--- config.mk ---
export PLATFORM = sky130hd
export DESIGN_NAME = search_text_normalizer
export DESIGN_NICKNAME = d
export VERILOG_FILES = /design/src/stn_pkg.sv /design/src/search_text_normalizer.sv
export SDC_FILE = /design/constraint.sdc
export NUM_CORES = 1
export LEC_CHECK = 0
export ABC_AREA = 1
export ABC_CLOCK_PERIOD_IN_PS = 9700
export BUFFER_PORTS_ARGS = -buffer_cell sky130_fd_sc_hd__buf_4
export CORE_UTILIZATION = 51
export CTS_CLUSTER_DIAMETER = 200
export CTS_CLUSTER_SIZE = 24
export DETAILED_ROUTE_END_ITERATION = 12
export GPL_TIMING_DRIVEN = 0
export PLACE_DENSITY_LB_ADDON = 0.15
export SYNTH_ARGS = -nofsm -noshare
export SYNTH_HDL_FRONTEND = slang
export SYNTH_SLANG_ARGS = --single-unit
--- constraint.sdc ---
create_clock -name aclk -period 9.7 [get_ports aclk]
set_clock_uncertainty 0.2 [all_clocks]
set_input_delay 0.97 -clock aclk [delete_from_list [all_inputs] [get_ports aclk]]
set_output_delay 0.97 -clock aclk [all_outputs]
set_load 0.02 [all_outputs]
--- src/stn_pkg.sv ---
// Shared types, constants and functions of the search text normalizer.
// Holds the case fold range table and the separator classifier.
// Depends on nothing; used by search_text_normalizer.
`default_nettype none

package stn_pkg;

    localparam int unsigned CP_W = 21;

    localparam logic [CP_W-1:0] SURR_HIGH_FIRST = 21'h00D800;
    localparam logic [CP_W-1:0] SURR_HIGH_LAST  = 21'h00DBFF;
    localparam logic [CP_W-1:0] SURR_LOW_FIRST  = 21'h00DC00;
    localparam logic [CP_W-1:0] SURR_LOW_LAST   = 21'h00DFFF;
    localparam logic [CP_W-1:0] SUPP_BASE       = 21'h010000;
    localparam logic [CP_W-1:0] SPACE_CP        = 21'h000020;
    localparam logic [CP_W-1:0] MARKER_CP       = 21'h000000;

    // One result item as it sits in the output buffer.
    typedef struct packed {
        logic [CP_W-1:0] code_point;
        logic            has_char;
        logic            run_last;
        logic            text_done;
    } result_t;

    function automatic logic in_range(input logic [CP_W-1:0] v,
                                      input logic [CP_W-1:0] lo,
                                      input logic [CP_W-1:0] hi);
        return (v >= lo) && (v <= hi);
    endfunction

    // Simple case folding by the fixed range table.
    function automatic logic [CP_W-1:0] fold(input logic [CP_W-1:0] v);
        logic [CP_W-1:0] r;
        r = v;
        priority if (in_range(v, 21'h41, 21'h5A)) begin
            r = v + 21'h20;
        end else if (in_range(v, 21'hC0, 21'hD6) || in_range(v, 21'hD8, 21'hDE)) begin
            r = v + 21'h20;
        end else if (in_range(v, 21'h100, 21'h12F) && !v[0]) begin
            r = v + 21'h1;
        end else if (in_range(v, 21'h132, 21'h137) && !v[0]) begin
            r = v + 21'h1;
        end else if (in_range(v, 21'h139, 21'h148) && v[0]) begin
            r = v + 21'h1;
        end else if (in_range(v, 21'h14A, 21'h177) && !v[0]) begin
            r = v + 21'h1;
        end else if (in_range(v, 21'h179, 21'h17E) && v[0]) begin
            r = v + 21'h1;
        end else if (in_range(v, 21'h391, 21'h3A1)) begin
            r = v + 21'h20;
        end else if (in_range(v, 21'h3A3, 21'h3AB)) begin
            r = v + 21'h20;
        end else if (v == 21'h3C2) begin
            r = 21'h3C3;
        end else if (in_range(v, 21'h400, 21'h40F)) begin
            r = v + 21'h50;
        end else if (in_range(v, 21'h410, 21'h42F)) begin
            r = v + 21'h20;
        end else if (in_range(v, 21'h460, 21'h481) && !v[0]) begin
            r = v + 21'h1;
        end else if (in_range(v, 21'h531, 21'h556)) begin
            r = v + 21'h30;
        end else if (in_range(v, 21'h1C90, 21'h1CBF)) begin
            r = v - 21'hBC0;
        end else if (in_range(v, 21'hFF21, 21'hFF3A)) begin
            r = v + 21'h20;
        end else if (in_range(v, 21'h10400, 21'h10427)) begin
            r = v + 21'h28;
        end else if (v == 21'h130) begin
            r = 21'h69;
        end else if (v == 21'h178) begin
            r = 21'hFF;
        end else if (v == 21'h1E9E) begin
            r = 21'hDF;
        end else if (v == 21'h2126) begin
            r = 21'h3C9;
        end else if (v == 21'h212A) begin
            r = 21'h6B;
        end else if (v == 21'h212B) begin
            r = 21'hE5;
        end else begin
            r = v;
        end
        return r;
    endfunction

    // Separator classes: ASCII non-alphanumerics, listed spaces and punctuation blocks.
    function automatic logic is_sep(input logic [CP_W-1:0] v);
        logic ascii_alnum;
        ascii_alnum = in_range(v, 21'h61, 21'h7A) || in_range(v, 21'h41, 21'h5A) ||
                      in_range(v, 21'h30, 21'h39);
        if (v <= 21'h7F) begin
            return !ascii_alnum;
        end
        return (v == 21'h85) || (v == 21'hA0) || (v == 21'h1680) || (v == 21'h180E) ||
               (v == 21'h3000) || (v == 21'hFEFF) ||
               in_range(v, 21'h2000, 21'h206F) || in_range(v, 21'h2E00, 21'h2E7F) ||
               in_range(v, 21'h3001, 21'h303F) || in_range(v, 21'hFE10, 21'hFE1F) ||
               in_range(v, 21'hFE30, 21'hFE4F) || in_range(v, 21'hFF01, 21'hFF0F) ||
               in_range(v, 21'hFF1A, 21'hFF20) || in_range(v, 21'hFF3B, 21'hFF40) ||
               in_range(v, 21'hFF5B, 21'hFF65);
    endfunction

endpackage

`default_nettype wire

--- src/search_text_normalizer.sv ---
// Search text normalizer: input register, one pass of fold and separator logic, and a
// three entry result buffer; uses stn_pkg for the fold table and types.
// A unit passes through the input register and then the result buffer before it can transfer.
// Throughput: one item per cycle while items yield one result each and m_ready holds; an item
// with several results fills the buffer and the next item waits in the input register meanwhile.
// Reset (aresetn low, synchronous): buffers empty, text state cleared, pairing enabled.
`default_nettype none

module search_text_normalizer (
    input  wire logic        aclk,
    input  wire logic        aresetn,

    input  wire logic        cfg_valid,
    output logic             cfg_ready,
    input  wire logic        cfg_wdata,

    input  wire logic        s_valid,
    output logic             s_ready,
    input  wire logic [20:0] s_code_unit,
    input  wire logic        s_text_end,

    output logic             m_valid,
    input  wire logic        m_ready,
    output logic [20:0]      m_code_point,
    output logic             m_has_char,
    output logic             m_run_last,
    output logic             m_text_done
);

    localparam int unsigned CP_W = stn_pkg::CP_W;

    logic            pair_reg;

    logic            in_valid_reg;
    logic [CP_W-1:0] in_unit_reg;
    logic            in_end_reg;

    logic [15:0]     held_high_reg, held_high_next;
    logic            held_valid_reg, held_valid_next;
    logic            space_pending_reg, space_pending_next;
    logic            any_emitted_reg, any_emitted_next;

    stn_pkg::result_t buf_reg [3];
    logic [1:0]       cnt_reg;

    stn_pkg::result_t res [3];
    logic [1:0]       res_cnt;

    logic            pop, advance, buf_free;
    logic            join_pair, hold_new, a_en, b_en;
    logic [CP_W-1:0] held_cp, b_val, f_a, f_b;
    logic            sep_a, sep_b;
    logic            sp_a, ch_a, sp_b, ch_b;
    logic            sp1, ae1;
    logic [3:0]      emit_en;
    logic [CP_W-1:0] emit_cp [4];

    assign cfg_ready = 1'b1;

    assign pop      = m_valid && m_ready;
    assign buf_free = (cnt_reg == 2'd0) || ((cnt_reg == 2'd1) && pop);
    assign advance  = in_valid_reg && buf_free;
    assign s_ready  = !in_valid_reg || advance;

    assign m_valid      = (cnt_reg != 2'd0);
    assign m_code_point = buf_reg[0].code_point;
    assign m_has_char   = buf_reg[0].has_char;
    assign m_run_last   = buf_reg[0].run_last;
    assign m_text_done  = buf_reg[0].text_done;

    // Decide which units are taken: a flushed high surrogate (A) and the current unit (B).
    always_comb begin
        held_cp   = {5'd0, held_high_reg};
        join_pair = pair_reg && held_valid_reg &&
                    stn_pkg::in_range(in_unit_reg, stn_pkg::SURR_LOW_FIRST,
                                      stn_pkg::SURR_LOW_LAST);
        hold_new  = pair_reg && !join_pair && !in_end_reg &&
                    stn_pkg::in_range(in_unit_reg, stn_pkg::SURR_HIGH_FIRST,
                                      stn_pkg::SURR_HIGH_LAST);
        a_en      = held_valid_reg && !join_pair;
        b_en      = !hold_new;
        b_val     = join_pair ?
                    (stn_pkg::SUPP_BASE + {1'b0, held_high_reg[9:0], in_unit_reg[9:0]}) :
                    in_unit_reg;
        f_a   = stn_pkg::fold(held_cp);
        f_b   = stn_pkg::fold(b_val);
        sep_a = stn_pkg::is_sep(f_a);
        sep_b = stn_pkg::is_sep(f_b);
    end

    // Separator run tracking across the two takes.
    always_comb begin
        sp_a = 1'b0;
        ch_a = 1'b0;
        sp1  = space_pending_reg;
        ae1  = any_emitted_reg;
        if (a_en) begin
            if (sep_a) begin
                sp1 = any_emitted_reg;
            end else begin
                sp_a = space_pending_reg;
                ch_a = 1'b1;
                sp1  = 1'b0;
                ae1  = 1'b1;
            end
        end
        sp_b               = 1'b0;
        ch_b               = 1'b0;
        space_pending_next = sp1;
        any_emitted_next   = ae1;
        if (b_en) begin
            if (sep_b) begin
                space_pending_next = ae1;
            end else begin
                sp_b               = sp1;
                ch_b               = 1'b1;
                space_pending_next = 1'b0;
                any_emitted_next   = 1'b1;
            end
        end
        held_valid_next = hold_new;
        held_high_next  = hold_new ? in_unit_reg[15:0] : 16'd0;
        if (in_end_reg) begin
            space_pending_next = 1'b0;
            any_emitted_next   = 1'b0;
            held_valid_next    = 1'b0;
            held_high_next     = 16'd0;
        end
    end

    // Pack the emitted code points into consecutive buffer slots.
    always_comb begin
        emit_en    = {ch_b, sp_b, ch_a, sp_a};
        emit_cp[0] = stn_pkg::SPACE_CP;
        emit_cp[1] = f_a;
        emit_cp[2] = stn_pkg::SPACE_CP;
        emit_cp[3] = f_b;
        res_cnt    = 2'd0;
        for (int i = 0; i < 3; i++) begin
            res[i] = '{code_point: stn_pkg::MARKER_CP, has_char: 1'b0,
                       run_last: 1'b0, text_done: 1'b0};
        end
        for (int k = 0; k < 4; k++) begin
            if (emit_en[k] && (res_cnt != 2'd3)) begin
                res[res_cnt].code_point = emit_cp[k];
                res[res_cnt].has_char   = 1'b1;
                res_cnt                 = res_cnt + 2'd1;
            end
        end
        // A text end that produced nothing still sends a bare marker.
        if (in_end_reg && (res_cnt == 2'd0)) begin
            res_cnt = 2'd1;
        end
        for (int i = 0; i < 3; i++) begin
            if (res_cnt == 2'(i + 1)) begin
                res[i].run_last  = 1'b1;
                res[i].text_done = in_end_reg;
            end
        end
    end

    always_ff @(posedge aclk) begin
        if (!aresetn) begin
            pair_reg          <= 1'b1;
            in_valid_reg      <= 1'b0;
            held_high_reg     <= 16'd0;
            held_valid_reg    <= 1'b0;
            space_pending_reg <= 1'b0;
            any_emitted_reg   <= 1'b0;
            cnt_reg           <= 2'd0;
        end else begin
            if (cfg_valid && cfg_ready) begin
                pair_reg <= cfg_wdata;
            end
            if (s_ready) begin
                in_valid_reg <= s_valid;
            end
            if (advance) begin
                held_high_reg     <= held_high_next;
                held_valid_reg    <= held_valid_next;
                space_pending_reg <= space_pending_next;
                any_emitted_reg   <= any_emitted_next;
                cnt_reg           <= res_cnt;
            end else if (pop) begin
                cnt_reg <= cnt_reg - 2'd1;
            end
        end
    end

    // Payload registers carry no reset.
    always_ff @(posedge aclk) begin
        if (s_valid && s_ready) begin
            in_unit_reg <= s_code_unit;
            in_end_reg  <= s_text_end;
        end
        if (advance) begin
            buf_reg[0] <= res[0];
            buf_reg[1] <= res[1];
            buf_reg[2] <= res[2];
        end else if (pop) begin
            buf_reg[0] <= buf_reg[1];
            buf_reg[1] <= buf_reg[2];
        end
    end

endmodule

`default_nettype wire

* Yosys cells after proc, flatten, opt, wreduce, memory -nomap -nowiden
Memories as Yosys holds them, arrays and structs flattened.
Index checks and enable logic that the tools add are counted.
** Operators by class
- Eq/ne operators :: 33
- $add $sub $neg :: 16
- Muxes and demuxes :: 112
- Order comparisons :: 126
- Reduce and logical (&&, ||, !) cells :: 135
- Bitwise gates (word level) :: 5
** Operator list (count)
- 21-bit two-way mux :: 39
- 72-bit bitwise mux :: 6
- 21-bit by 16-bit >= comparator with 1-bit output, second input constant :: 15
- 21-bit by 16-bit <= comparator with 1-bit output, second input constant :: 15
- 24-bit demux with 2-bit select :: 6
- 72-bit two-way mux :: 3
- 21-bit by 7-bit <= comparator with 1-bit output, second input constant :: 7
- 16-bit two-way mux :: 8
- 21-bit by 14-bit >= comparator with 1-bit output, second input constant :: 6
- 21-bit by 14-bit <= comparator with 1-bit output, second input constant :: 6
- 24-bit two-way mux :: 5
- 21-bit by 13-bit == test with 1-bit output, second input constant :: 5
- 21-bit by 14-bit == test with 1-bit output, second input constant :: 5
- 21-bit by 7-bit >= comparator with 1-bit output, second input constant :: 5
- 21-bit by 9-bit >= comparator with 1-bit output, second input constant :: 5
- 21-bit by 9-bit <= comparator with 1-bit output, second input constant :: 5
- 1-bit logical AND :: 88
- 21-bit by 8-bit == test with 1-bit output, second input constant :: 4
- 21-bit by 11-bit >= comparator with 1-bit output, second input constant :: 4
- 21-bit by 11-bit <= comparator with 1-bit output, second input constant :: 4
- 16-bit by 9-bit >= comparator with 1-bit output, second input constant :: 5
- 16-bit by 9-bit <= comparator with 1-bit output, second input constant :: 5
- 16-bit by 11-bit >= comparator with 1-bit output, second input constant :: 4
- 16-bit by 11-bit <= comparator with 1-bit output, second input constant :: 4
- 54 further kinds :: 168
** Storage, ports and cells
- Word-level logic and storage cells :: 437
- Memories kept :: 1
- Register bits :: 45
- RAM bits :: 72
- Output and inout bits :: 27
** Memory list
- buf_reg :: depth 3, bits a word 24, read ports 3, clocked after Yosys merged registers in 0, wr ports 3, line search_text_normalizer.sv:43 : stn_pkg::result_t buf_reg [3];

* Logic depth before layout (Yosys ltp)
- Word-level depth :: 58
- Depth in mapped cells :: 53
- Gate-level depth less buffers :: 53

* Least setup slack after synthesis
No wires, ideal clock.
- Path type :: register to register
- Start :: register held_high_reg[7]
- End :: memory buf_reg[0][26] (netlist bit) (data pin)
- Slack :: 3071 ps
- Stages on the path, launching flop included :: 43
- Setup time :: 254 ps
- Period minus slack after synthesis :: 6629 ps
- Required time :: 9246 ps
- Data arrival time :: 6174 ps
- Buffers on the path :: 3
- Path through :: dfxtp_1 clkbuf_1 clkinv_1 ha_1 a21oi_1 a21oi_1 nand2_1 o311ai_0 nand3_1 nand2_1 nor2_1 inv_2 nor2_2 inv_1 a21oi_1 nand2_1 o21ai_1 inv_1 [... 7 more ...] nand3_1 nand2_1 nand2_1 nor2_2 inv_2 buf_2 ha_1 nand2_1 nand3_2 o21ai_0 ha_1 inv_1 nand2_4 inv_4 nand2_4 buf_2 o2111ai_1 o21a_1
** RTL lines
- start: declaration :: line search_text_normalizer.sv:38 : logic [15:0] held_high_reg, held_high_next;
- start signal: assignment :: line search_text_normalizer.sv:179 : held_high_reg <= held_high_next;
- end: declaration :: line search_text_normalizer.sv:43

==> Flow_metrics.wiki <==
{| class="wikitable"
! Metric !! Value
|-
| Status || finished, final reports clean
|-
| Worst r2r dst || buf_reg[0][17]
|-
| FF-to-FF Start || held_high_reg[5]
|-
| Final design instance area without fill || 0.01556 mm^2
|-
| Maximum number of pins on one net before global-route repair || 49
|-
| Number of nets still failing antenna checks after routing || 0
|-
| Buffers from clock root to sink, at most || 2
|-
| Post-detailed-route wirelength per cell || 21.87 um
|-
| GRT Overall Usage || 41.87%
|-
| Vias per inst || 6.241
|-
| Total number of placement rows || 60
|-
| Ant. Diodes || 0
|-
| Count of endpoints failing setup in the final report || 0
|-
| Clock latency reported for the late side of the worst-skew pair || 0.44 ns
|-
| Root Driver || clkbuf_16
|-
| Final max-slew violation count || 0
|-
| Layout Nets || 2442
|-
| Post-CTS Setup Inserts || 0
|-
| Reg2Reg Depth || 44
|-
| DR vias || 16964
|-
| WL final || 59430 um
|-
| Number of warnings issued by yosys || 0
|-
| Global-route congestion overflow total || 0
|-
| Most frequent cells in the layout || nand2_1 (625), nor2_1 (279), inv_1 (245)
|-
| Crit-path max cell delay || 0.76 ns
|-
| Hold EP || cnt_reg[1]
|-
| Class of the tightest hold or removal check || reg -> reg
|-
| Unrepaired setup endpoints after global routing || no
|-
| Transition at the pin with the smallest max-transition slack || 1.027 ns
|-
| Class of the most critical setup path || reg -> reg
|-
| Post-placement cell area || 0.01497 mm^2
|-
| Prevailing post-synth register cell || edfxtp_1
|-
| DRC Markers || 0
|-
| Count of buffers from port buffering || 53
|-
| Commonest non-fill, non-tap cell in the layout || nand2_1
|-
| Distinct cell type count of the synthesized netlist || 68
|-
| Min Clock Period, post-route || 9.109 ns
|-
| Largest fanout on the critical path || 12
|-
| Synthesized net count || 2368
|-
| Cell occurring most often along the worst timing path || nand2_1
|-
| Max-slew headroom || 30.90%
|-
| Kind of start point of the critical path || flip-flop
|-
| Count of flip-flops with a built-in enable after synthesis || 94
|-
| Final period utilization || 93.91%
|-
| Post-synthesis share of cell area spent on and, or, nand and nor gates || 43.50%
|-
| Number of buffers created by CTS || 17
|-
| Worst-case vdd ir drop || 0.0001175 V
|-
| Cell leakage power || 6.972 nW
|-
| Wire length of the first global-routing pass || 90190 um
|-
| Avg Inst Size Synth || 6.158 um^2
|-
| Post-Synth Adder-Cell Area || 4.489%
|-
| HPWL after detailed placement || 46140 um
|-
| Number of clock sinks || 117
|-
| Die Y || 168.3 um
|-
| Share of layout cells above drive strength 1 || 12.87%
|-
| Number of standard cells in the layout, taps in and fillers out || 2718
|-
| Area occupied by multi-input gates || 0.009204 mm^2
|-
| Post-synthesis cell count || 2290
|-
| Cell area after technology mapping || 0.01410 mm^2
|-
| Crit path capture type || flip-flop
|-
| Total power density per cell area || 145.5 mW/mm^2
|-
| Async set-or-reset flop fraction in the synthesized netlist || 0%
|-
| Effective utilization at floorplan || 52.18%
|-
| Library cell contributing the largest single delay on the critical path || dfxtp_1
|-
| Hold path startpoint || cnt_reg[1]
|-
| TritonCTS clock tree || built
|-
| Number of hold violations in the final report || 0
|-
| Synth-to-Final Area Change || 10.33%
|-
| Initial antenna violation count || 0
|-
| Post-synthesis mux area share || 0%
|-
| Register Area || 0.003283 mm^2
|-
| Total placed cells including tap cells || 2686
|-
| Xor-xnor portion of the synthesized cell area || 1.987%
|-
| Total design power || 2.263 mW
|-
| FILL cells || 2706
|-
| Core Area || 0.02703 mm^2
|-
| Largest family of logic cells by synthesized area || simple AND/OR/NAND/NOR gates
|-
| Sum of negative setup slack || 0 ns
|-
| Gpl congestion || 1.084
|-
| Detailed-router iteration count before antenna repair || 7
|-
| Fraction of the yosys area taken by sequential cells || 23.28%
|-
| Number of max-capacitance violations reported || 0
|-
| Worst reg2reg setup slack || 0.59 ns
|-
| # IOs || 55
|-
| Flip-flop count of the largest register after layout || 72
|-
| Number of synthesized register bits || 117
|-
| Compound-cell area share of the yosys netlist || 15.24%
|-
| Required time of the critical path || 9.68 ns
|-
| Clock transition at the registers of the reported paths || 0.08 ns
|-
| Worst Hold Depth || 2
|-
| FMAX || 0.1098 GHz
|-
| Via count of the first global-routing pass || 15696
|-
| Die Footprint || 0.02832 mm^2
|-
| Die width || 168.3 um
|-
| DRC violation total after the first TritonRoute iteration || 2408
|-
| H-tree Lvls || 4
|-
| Crit path arrival time || 9.09 ns
|}
## routing by layer
layer | track usage, % | up-vias | share of wire, %
met1 | 51.22 | 7736 | 38
met2 | 68.28 | 1186 | 44
met3 | 7.945 | 281 | 11
li1 | - | 7761 | -
met5 | 0 | - | 0
met4 | 25.45 | 0 | 6.9
## cell families after synthesis
group / Yosys count
adder cells (fa/ha/maj): 50
buffers and inverters: 385
flip-flops: 117
other: 1
AO/OA/AOI/OAI: 354
AND/OR/NAND/NOR: 1351
XOR/XNOR: 32
## worst max-delay path: cells and delay by family (launching register included)
kind	cells	cell delay, ns
compound gates	7	1.51
fa+ha+maj	3	1.03
buf+inv	10	1.84
flops	1	0.76
simple gates	24	3.52
## worst max-delay path by stage
| stage | startpoint | to | slack [ns] |
|---|---|---|---|
| floorplan | held_high_reg[7] | buf_reg[0][26] | 3.07 |
| global placement | held_high_reg[7] | buf_reg[0][40] | 0.98 |
| detailed placement | held_high_reg[7] | buf_reg[1][17] | 0.85 |
| CTS | held_high_reg[7] | buf_reg[1][11] | 0.82 |
| global route | held_high_reg[5] | buf_reg[1][17] | 0.03 |
| finish | held_high_reg[5] | buf_reg[0][17] | 0.59 |
## synthesized netlist by cell type, types with 8 or more instances
master,n,area (um^2)
nor3_1,65,325.3
o31ai_1,9,67.56
nand2_2,34,212.7
nor2_4,14,157.7
clkinv_1,10,37.54
a21oi_1,94,470.5
nand2_1,625,2346
inv_1,246,923.4
nor2_2,20,125.1
dfxtp_1,23,460.4
o21ai_1,41,205.2
nand2_4,9,101.4
inv_2,44,165.2
xor2_1,30,262.8
ha_1,49,613.1
o211ai_1,32,240.2
nor4_1,13,81.33
edfxtp_1,94,2823
o21ai_0,104,520.5
nand3_1,173,865.8
nand4_1,73,456.7
clkbuf_1,35,131.4
a31oi_1,10,62.56
buf_6,8,90.09
buf_2,14,70.07
nor2_1,280,1051
buf_4,24,180.2
nand3_2,17,170.2
## area by class of cell
class / count / area share, %
Timing Repair Buffer: 55 / 2.831
Buffer: 83 / 3.088
Sequential cell: 117 / 21.10
Tap cell: 341 / 2.742
Multi-Input combinational cell: 1788 / 59.16
Clock buffer: 17 / 2.734
Clock inverter: 15 / 1.005
Inverter: 302 / 7.342
## power by group
group	switching (mW)	internal (mW)	leakage, nW
sequential	0.0494	0.723	1.09
clock	0.294	0.344	0.280
combinational	0.587	0.266	5.60
total	0.931	1.33	6.97
## per-stage QoR
step	setup WS, ns	util [%]	hold slack (ns)
after floorplan	3.071	-	0.2443
after global placement	0.9834	55.23	0.2522
after detailed placement	0.8522	55.40	0.2627
after CTS	0.8151	57.55	0.2935
after global routing	0.03041	57.57	0.3150
final	0.5906	57.57	0.2913
## what timing repair did
action                                  CTS  global route
hold endpoints to repair                  0             0
endpoints found under the setup margin    0            32
hold buffers                              0             0
resized for setup                         0             3
No activity file was read; power rests on OpenSTA's default activity.
